<file path="config.mk">
export PLATFORM = sky130hd
export DESIGN_NAME = sorted_priority_queue_core_flat
export DESIGN_NICKNAME = d
export VERILOG_FILES = /design/src/sv/spq_pkg.sv /design/src/sv/spq_if.sv /design/src/sv/spq_cell.sv /design/src/sv/sorted_priority_queue_core.sv /design/src/flat_wrapper.sv
export SDC_FILE = /design/constraint.sdc
export NUM_CORES = 1
export LEC_CHECK = 0
export BUFFER_PORTS_ARGS = -buffer_cell sky130_fd_sc_hd__buf_4
export CAP_MARGIN = 20
export CORE_MARGIN = 2
export CORE_UTILIZATION = 55
export CTS_BUF_LIST = sky130_fd_sc_hd__clkbuf_4 sky130_fd_sc_hd__clkbuf_8 sky130_fd_sc_hd__clkbuf_16
export CTS_CLUSTER_DIAMETER = 100
export DETAILED_ROUTE_END_ITERATION = 8
export PLACE_DENSITY = 0.73
export SETUP_SLACK_MARGIN = 0.4
export SLEW_MARGIN = 10
export SYNTH_ARGS = -nofsm -noshare
export SYNTH_HDL_FRONTEND = slang
export SYNTH_HIERARCHICAL = 1
export SYNTH_SLANG_ARGS = --single-unit
</file>
<file path="constraint.sdc">
create_clock -name clk -period 22.4 [get_ports clk]
set_input_delay 1.12 -clock clk [delete_from_list [all_inputs] [get_ports clk]]
set_output_delay 1.12 -clock clk [all_outputs]
set_load 0.02 [all_outputs]
</file>
<file path="src/sv/spq_pkg.sv">
// spq_pkg: shared types, constants and operation codes for the sorted priority queue
// no dependencies; compiled before every other file of the block
package spq_pkg;

    localparam int CAPACITY      = 16;
    localparam int PRIORITY_BITS = 8;
    localparam int COUNT_W       = $clog2(CAPACITY + 1);

    localparam int KIND_W     = 3;
    localparam int PRIO_REQ_W = 8;
    localparam int KEY_W      = 16;
    localparam int STATUS_W   = 2;
    localparam int OCC_W      = 5;

    typedef logic [PRIORITY_BITS-1:0] prio_t;
    typedef logic [KEY_W-1:0]         key_t;
    typedef logic [COUNT_W-1:0]       count_t;

    typedef enum logic [KIND_W-1:0] {
        KIND_SORTED    = 3'd0,
        KIND_PUSH_FRONT = 3'd1,
        KIND_PUSH_BACK = 3'd2,
        KIND_POP_FRONT = 3'd3,
        KIND_POP_BACK  = 3'd4,
        KIND_REMOVE    = 3'd5
    } kind_e;

    localparam logic [STATUS_W-1:0] ST_DONE = 2'd0;
    localparam logic [STATUS_W-1:0] ST_MISS = 2'd1;
    localparam logic [STATUS_W-1:0] ST_FULL = 2'd2;

    typedef struct packed {
        prio_t prio;
        key_t  key;
    } entry_t;

    // operation broadcast to every cell of the row
    typedef struct packed {
        logic   write;
        kind_e  kind;
        entry_t new_entry;
    } cell_op_t;

endpackage

</file>
<file path="src/sv/spq_if.sv">
// spq_in_if / spq_out_if: valid-ready channels for request and result words
// depends on spq_pkg for field widths
interface spq_in_if import spq_pkg::*; ();
    logic                  valid;
    logic                  ready;
    logic [KIND_W-1:0]     kind;
    logic [PRIO_REQ_W-1:0] priority_req;
    logic [KEY_W-1:0]      key;

    modport source (output valid, output kind, output priority_req, output key, input ready);
    modport sink   (input valid, input kind, input priority_req, input key, output ready);
endinterface

interface spq_out_if import spq_pkg::*; ();
    logic                  valid;
    logic                  ready;
    logic [STATUS_W-1:0]   status;
    logic [PRIO_REQ_W-1:0] removed_priority;
    logic [OCC_W-1:0]      occupancy;

    modport source (output valid, output status, output removed_priority, output occupancy,
                    input ready);
    modport sink   (input valid, input status, input removed_priority, input occupancy,
                    output ready);
endinterface

</file>
<file path="src/sv/spq_cell.sv">
// spq_cell: one slot of the queue; holds an entry and shifts to or from its neighbors
// depends on spq_pkg
module spq_cell import spq_pkg::*;
(
    input  logic     clk,
    input  cell_op_t op,
    input  logic     in_use,
    input  logic     is_last,
    input  entry_t   left_entry,
    input  entry_t   right_entry,
    input  logic     hit_in,
    input  prio_t    found_in,
    output entry_t   entry,
    output logic     hit_out,
    output prio_t    found_out
);

    entry_t entry_reg;
    entry_t entry_next;
    logic   hit_local;

    assign entry = entry_reg;

    always_comb
    begin
        unique case (op.kind)
            KIND_SORTED:     hit_local = !in_use || (entry_reg.prio > op.new_entry.prio);
            KIND_PUSH_FRONT: hit_local = 1'b1;
            KIND_PUSH_BACK:  hit_local = !in_use;
            KIND_POP_FRONT:  hit_local = in_use;
            KIND_POP_BACK:   hit_local = is_last;
            KIND_REMOVE:     hit_local = in_use && (entry_reg.key == op.new_entry.key);
            default:         hit_local = 1'b0;
        endcase
    end

    // first hit from the head decides the insert or removal position
    assign hit_out   = hit_in | hit_local;
    assign found_out = hit_in ? found_in : (hit_local ? entry_reg.prio : '0);

    always_comb
    begin
        entry_next = entry_reg;
        case (op.kind) inside
            KIND_SORTED, KIND_PUSH_FRONT, KIND_PUSH_BACK:
            begin
                if (hit_in)
                    entry_next = left_entry;
                else if (hit_local)
                    entry_next = op.new_entry;
            end
            KIND_POP_FRONT, KIND_REMOVE:
            begin
                if (hit_out)
                    entry_next = right_entry;
            end
            default: entry_next = entry_reg;
        endcase
    end

    always_ff @(posedge clk)
    begin
        if (op.write)
            entry_reg <= entry_next;
    end

endmodule

</file>
<file path="src/sv/sorted_priority_queue_core.sv">
// sorted_priority_queue_core: bounded ordered queue of (priority, key) entries
// depends on spq_pkg, spq_if.sv and spq_cell
//
// usage:
//   req carries one operation word (kind, priority_req, key); rsp returns one
//   result word (status, removed_priority, occupancy) for every request.
//   the entries live in a row of CAPACITY cells; each operation is broadcast to
//   the row and the insert or removal position ripples from head to tail, so
//   every cell shifts toward or away from its neighbor in the same cycle.
//   the result is registered and appears in the cycle after the request is taken.
//   throughput: one word per cycle while rsp is taken; the position ripple along
//   the row of cells is combinational.
//   req.ready is high while the result register is empty or being drained, so
//   a stalled receiver holds one result and stops further requests.
//   reset clears the entry count and the result valid flag; entry contents are
//   left as they are and are never read before being written.
module sorted_priority_queue_core import spq_pkg::*;
(
    input  logic clk,
    input  logic rst_n,
    spq_in_if.sink    req,
    spq_out_if.source rsp
);

    cell_op_t op;
    logic     accept;
    logic     is_insert;
    logic     is_removal;
    logic     full;

    count_t count_reg;
    count_t count_next;

    logic                  rsp_valid_reg;
    logic [STATUS_W-1:0]   status_reg;
    logic [STATUS_W-1:0]   status_next;
    logic [PRIO_REQ_W-1:0] removed_reg;
    logic [PRIO_REQ_W-1:0] removed_next;

    entry_t cell_entry  [CAPACITY];
    logic   hit_chain   [CAPACITY+1];
    prio_t  found_chain [CAPACITY+1];

    assign req.ready = !rsp_valid_reg || rsp.ready;
    assign accept    = req.valid && req.ready;

    assign is_insert  = (req.kind == KIND_SORTED) || (req.kind == KIND_PUSH_FRONT)
                     || (req.kind == KIND_PUSH_BACK);
    assign is_removal = (req.kind == KIND_POP_FRONT) || (req.kind == KIND_POP_BACK)
                     || (req.kind == KIND_REMOVE);
    assign full       = (count_reg == COUNT_W'(CAPACITY));

    assign op.write          = accept && !(is_insert && full);
    assign op.kind           = kind_e'(req.kind);
    assign op.new_entry.prio = prio_t'(req.priority_req);
    assign op.new_entry.key  = req.key;

    assign hit_chain[0]   = 1'b0;
    assign found_chain[0] = '0;

    genvar i;
    generate
        for (i = 0; i < CAPACITY; i++)
        begin : g_cell
            localparam count_t IDX     = COUNT_W'(i);
            localparam count_t IDX_END = COUNT_W'(i + 1);
            entry_t left_entry;
            entry_t right_entry;

            if (i == 0)
            begin : g_head
                assign left_entry = '0;
            end
            else
            begin : g_mid_l
                assign left_entry = cell_entry[i-1];
            end

            if (i == CAPACITY - 1)
            begin : g_tail
                assign right_entry = '0;
            end
            else
            begin : g_mid_r
                assign right_entry = cell_entry[i+1];
            end

            spq_cell u_cell
            (
                .clk         (clk),
                .op          (op),
                .in_use      (IDX < count_reg),
                .is_last     (count_reg == IDX_END),
                .left_entry  (left_entry),
                .right_entry (right_entry),
                .hit_in      (hit_chain[i]),
                .found_in    (found_chain[i]),
                .entry       (cell_entry[i]),
                .hit_out     (hit_chain[i+1]),
                .found_out   (found_chain[i+1])
            );
        end
    endgenerate

    always_comb
    begin
        count_next   = count_reg;
        status_next  = ST_DONE;
        removed_next = '0;
        if (is_insert)
        begin
            if (full)
                status_next = ST_FULL;
            else
                count_next = count_reg + 1'b1;
        end
        else if (is_removal)
        begin
            // a hit anywhere in the row means an entry was found and removed
            if (hit_chain[CAPACITY])
            begin
                count_next   = count_reg - 1'b1;
                removed_next = PRIO_REQ_W'(found_chain[CAPACITY]);
            end
            else
                status_next = ST_MISS;
        end
    end

    always_ff @(posedge clk or negedge rst_n)
    begin
        if (!rst_n)
        begin
            count_reg     <= '0;
            rsp_valid_reg <= 1'b0;
        end
        else
        begin
            if (accept)
                count_reg <= count_next;
            if (accept)
                rsp_valid_reg <= 1'b1;
            else if (rsp.ready)
                rsp_valid_reg <= 1'b0;
        end
    end

    always_ff @(posedge clk)
    begin
        if (accept)
        begin
            status_reg  <= status_next;
            removed_reg <= removed_next;
        end
    end

    assign rsp.valid            = rsp_valid_reg;
    assign rsp.status           = status_reg;
    assign rsp.removed_priority = removed_reg;
    assign rsp.occupancy        = OCC_W'(count_reg);

    a_count_bound: assert property (@(posedge clk) disable iff (!rst_n)
        count_reg <= COUNT_W'(CAPACITY))
        else $error("entry count above capacity");

    a_accept_gives_result: assert property (@(posedge clk) disable iff (!rst_n)
        accept |=> rsp_valid_reg)
        else $error("accepted word produced no result");

    a_full_only_at_capacity: assert property (@(posedge clk) disable iff (!rst_n)
        (rsp_valid_reg && status_reg == ST_FULL) |-> full)
        else $error("full status while queue not at capacity");

    a_miss_no_priority: assert property (@(posedge clk) disable iff (!rst_n)
        (rsp_valid_reg && status_reg != ST_DONE) |-> (removed_reg == '0))
        else $error("removed priority reported without a removal");

    a_count_step: assert property (@(posedge clk) disable iff (!rst_n)
        !accept |=> $stable(count_reg))
        else $error("entry count changed without an accepted word");

endmodule
</file>
<file path="src/flat_wrapper.sv">
// flat-port wrapper written by rule: the top's interface ports become plain ports
module sorted_priority_queue_core_flat import spq_pkg::*;
  (clk, rst_n, req_valid, req_kind, req_priority_req, req_key, req_ready, rsp_valid, rsp_status, rsp_removed_priority, rsp_occupancy, rsp_ready);
  spq_in_if req_i ();
  spq_out_if rsp_i ();
  input  logic clk;
  input  logic rst_n;
  input wire logic [$bits(req_i.valid)-1:0] req_valid;
  input wire logic [$bits(req_i.kind)-1:0] req_kind;
  input wire logic [$bits(req_i.priority_req)-1:0] req_priority_req;
  input wire logic [$bits(req_i.key)-1:0] req_key;
  output wire logic [$bits(req_i.ready)-1:0] req_ready;
  output wire logic [$bits(rsp_i.valid)-1:0] rsp_valid;
  output wire logic [$bits(rsp_i.status)-1:0] rsp_status;
  output wire logic [$bits(rsp_i.removed_priority)-1:0] rsp_removed_priority;
  output wire logic [$bits(rsp_i.occupancy)-1:0] rsp_occupancy;
  input wire logic [$bits(rsp_i.ready)-1:0] rsp_ready;
  assign req_i.valid = req_valid;
  assign req_i.kind = req_kind;
  assign req_i.priority_req = req_priority_req;
  assign req_i.key = req_key;
  assign req_ready = req_i.ready;
  assign rsp_valid = rsp_i.valid;
  assign rsp_status = rsp_i.status;
  assign rsp_removed_priority = rsp_i.removed_priority;
  assign rsp_occupancy = rsp_i.occupancy;
  assign rsp_i.ready = rsp_ready;
  sorted_priority_queue_core u_core (.clk(clk), .rst_n(rst_n), .req(req_i), .rsp(rsp_i));
endmodule
</file>
==> impl_metrics.csv <==
group,metric,value,unit
cts,cts_hold_buf,0,
run,cap_violations,0,
layout,fin_area,33280,um2
logic_synthesis,yosysTopAreaCell,"edfxtp_1",
setup_path,crit_buf_inv,3,
drt,wl,88920,um
logic_synthesis,synth-edff-count,394,
global_routing,grt_util_all_layers,0.3107,
layout,drive_gt1_frac,0.08354,
layout,area_delta_synth_final,10.58,%
setup_path,reg2reg_slack,2.35,ns
global_routing,grt.busiest_layer,"met2",
cts,clk_pin_slew_worst_paths,0.06,ns
logic_synthesis,synthCells,3074,
timing,fin_setup_tns,0,ns
cts,cts_tree,"yes",
drt,dr.pass1.iters,6,
min_path,hold_class,"primary input to asynchronous set/reset pin",
timing,period_minus_slack,20.05,ns
layout,final_core_util,0.6171,
timing,fin_ws,2.352,ns
timing,fin_hold_ws,0.3316,ns
power_and_ir_drop,comb_power_share,0.491,
timing,hold_viol_final,0,
cts,worstSkewPairLatency,0.60,ns
power_and_ir_drop,p_clk_frac,0.201,
floorplan,die_w,237.9,um
layout,layout_commonest_cell,"a21oi_1",
logic_synthesis,synthTopCellsByArea,"edfxtp_1 39%, mux2i_1 17%, a21oi_1 9.6%",
setup_path,required,22.84,ns
power_and_ir_drop,p_int,2.137,mW
power_and_ir_drop,seq_power_share,0.308,
placed_design,routabilityCongestion,0.9232,
power_and_ir_drop,vdd_drop_max,0.00008046,V
drt,drcViolationCount,0,
timing,timing.final.crit_share,0.8950,
floorplan,ios,48,
logic_synthesis,synth.distinct_cells,46,
floorplan,die_h,237.9,um
logic_synthesis,yosysSeqAreaShare,0.3982,
placed_design,dp_worst_setup_slack,-1.484,ns
status,status,"completed",
layout,fillers,4474,
logic_synthesis,yosys.area.top_type_share,0.3932,
timing,timing_worst_slew_pin_value,1.066,ns
logic_synthesis,ys_warn_count,6,
cts,cts-root-buf,"clkbuf_16",
setup_path,cp_slowest_cell,"o31ai_4",
power_and_ir_drop,power.switching,1.483,mW
layout,final_cell_mix,"546 x a21oi_1, 515 x mux2i_1, 409 x nor2_1",
logic_synthesis,synthFlopType,"edfxtp_1",
setup_path,cp-start-kind,"flip-flop",
power_and_ir_drop,total_power,3.620,mW
floorplan,core,53920,um2
floorplan,fp-row-count,85,
setup_path,cp.arrival,20.49,ns
global_routing,grt_pass1_wl,138100,um
layout,largest_reg_flops,384,
cts,cts-buffers-inserted,47,
placed_design,portBuffers,47,
setup_path,slowest_delay,0.59,ns
setup_path,cp_top_family,"compound AO/OA/AOI/OAI gates",
drt,vias_per_cell,6.283,
layout,layout.cells.non_filler,3877,
timing,rsz0062_at_grt,"false",
power_and_ir_drop,netSwitchingFraction,0.4097,
cts,cts_sinks,400,
setup_path,endpoint_kind,"flip-flop",
global_routing,grt_pass1_vias,23770,
global_routing,met1_usage,0.4164,
setup_path,path_max_fanout,33,
power_and_ir_drop,p_leak,14.37,nW
floorplan,dieArea,56600,um2
drt,antenna_left,0,
timing,fmax,49.88,MHz
logic_synthesis,netlist_area,30090,um2
global_routing,antenna_found_initial,11,
drt,vias,24360,
global_routing,gr-usage-met2,0.5026,
power_and_ir_drop,power_density,108.8,nW/um2
layout,nets,3302,
timing,finClkSkew,0.01964,ns
global_routing,grt_max_degree,49,
logic_synthesis,synthArstFlopShare,0.01500,
floorplan,initial_core_util,0.5581,
cts,htreeDepth,2,
placed_design,dp.cells,3776,
setup_path,path_class,"flip-flop to flip-flop",
logic_synthesis,syn_area_per_cell,9.789,um2
global_routing,grt_overflow,0,
timing,maxSlewViolCount,0,
global_routing,use_met3,0.04535,
drt,drtIter0Drc,2243,
cts,cts.path.max_buffers,3,
timing,setup_viol,0,
drt,wl_per_cell,22.94,um
placed_design,dp_hpwl,63220,um
timing,slew_headroom,0.2878,
placed_design,placed_area,31560,um2
logic_synthesis,ys_seq_elements,400,
==> routing by layer <==
| layer | wire (um) | part of all wire |
|---|---|---|
| met1 | 38050 | 0.43 |
| met2 | 41220 | 0.46 |
| met3 | 6129 | 0.069 |
| met4 | 3514 | 0.040 |
| met5 | 12 | 0.00013 |
==> cell usage after synthesis (17+ instances only) <==
library cell and n:
a21oi_1 578, buf_2 82, clkbuf_1 66, edfxtp_1 394, ha_1 133, inv_1 151, mux2i_1 515, nand2_1 76
nand3_1 18, nand4_1 81, nand4b_1 32, nor2_1 409, nor2b_1 17, nor3_1 21, o21ai_0 18, o21bai_1 21
xnor2_1 275
==> layout make-up <==
type | instances | area (um2) | share of cell area
clock buffers | 58 | 1259 | 0.03783
diodes | 9 | 22.52 | 0.0006768
multi-input cells | 2430 | 17490 | 0.5256
well taps | 696 | 870.8 | 0.02617
clock inverters | 25 | 163.9 | 0.004926
flip-flops and latches | 400 | 11980 | 0.3601
inverters | 151 | 566.8 | 0.01703
repair buffers | 108 | 923.4 | 0.02775
==> kinds of logic after synthesis <==
logic type,after synthesis,synth area share
buffers and inverters,300,0.04108
AOI/OAI and AO/OA,719,0.1359
xor gates and xnor gates,277,0.08062
other,1,0.0001246
muxes,515,0.1713
and+or+nand+nor,729,0.1175
adders and majority gates,133,0.05530
DFF,400,0.3982
==> path summary, 6_finish.rpt <==
kind | from | to | cells past startpoint
worst min register to register | u_core/g_cell[15].u_cell/entry[10] | u_core/g_cell[14].u_cell/entry[10] | 2
max in group asynchronous | rst_n | u_core/rsp.occupancy[3] | 1
min in group clk | u_core/g_cell[15].u_cell/entry[10] | u_core/g_cell[14].u_cell/entry[10] | 2
worst min-delay path | rst_n | u_core/rsp.occupancy[0] | 1
worst max-delay path | u_core/rsp.occupancy[4] | u_core/rsp.occupancy[2] | 73
worst max register to register | u_core/rsp.occupancy[4] | u_core/rsp.occupancy[2] | 73
==> power groups by stage <==
stage / Sequential (mW) / Combinational, mW / Clock [mW]
finish: 1.12 / 1.78 / 0.726
CTS: 1.11 / 1.73 / 0.739
global placement: 1.12 / 1.68 / 0
floorplan: 1.09 / 1.32 / 0
global route: 1.13 / 1.91 / 0.761
detailed placement: 1.13 / 1.73 / 0
==> what timing repair did <==
item	in CTS	in global routing
pin swaps	0	4
endpoints found under the setup margin	62	86
gates resized for setup	5	9
buffers inserted	0	4
No activity file was read; power rests on OpenSTA's default activity.
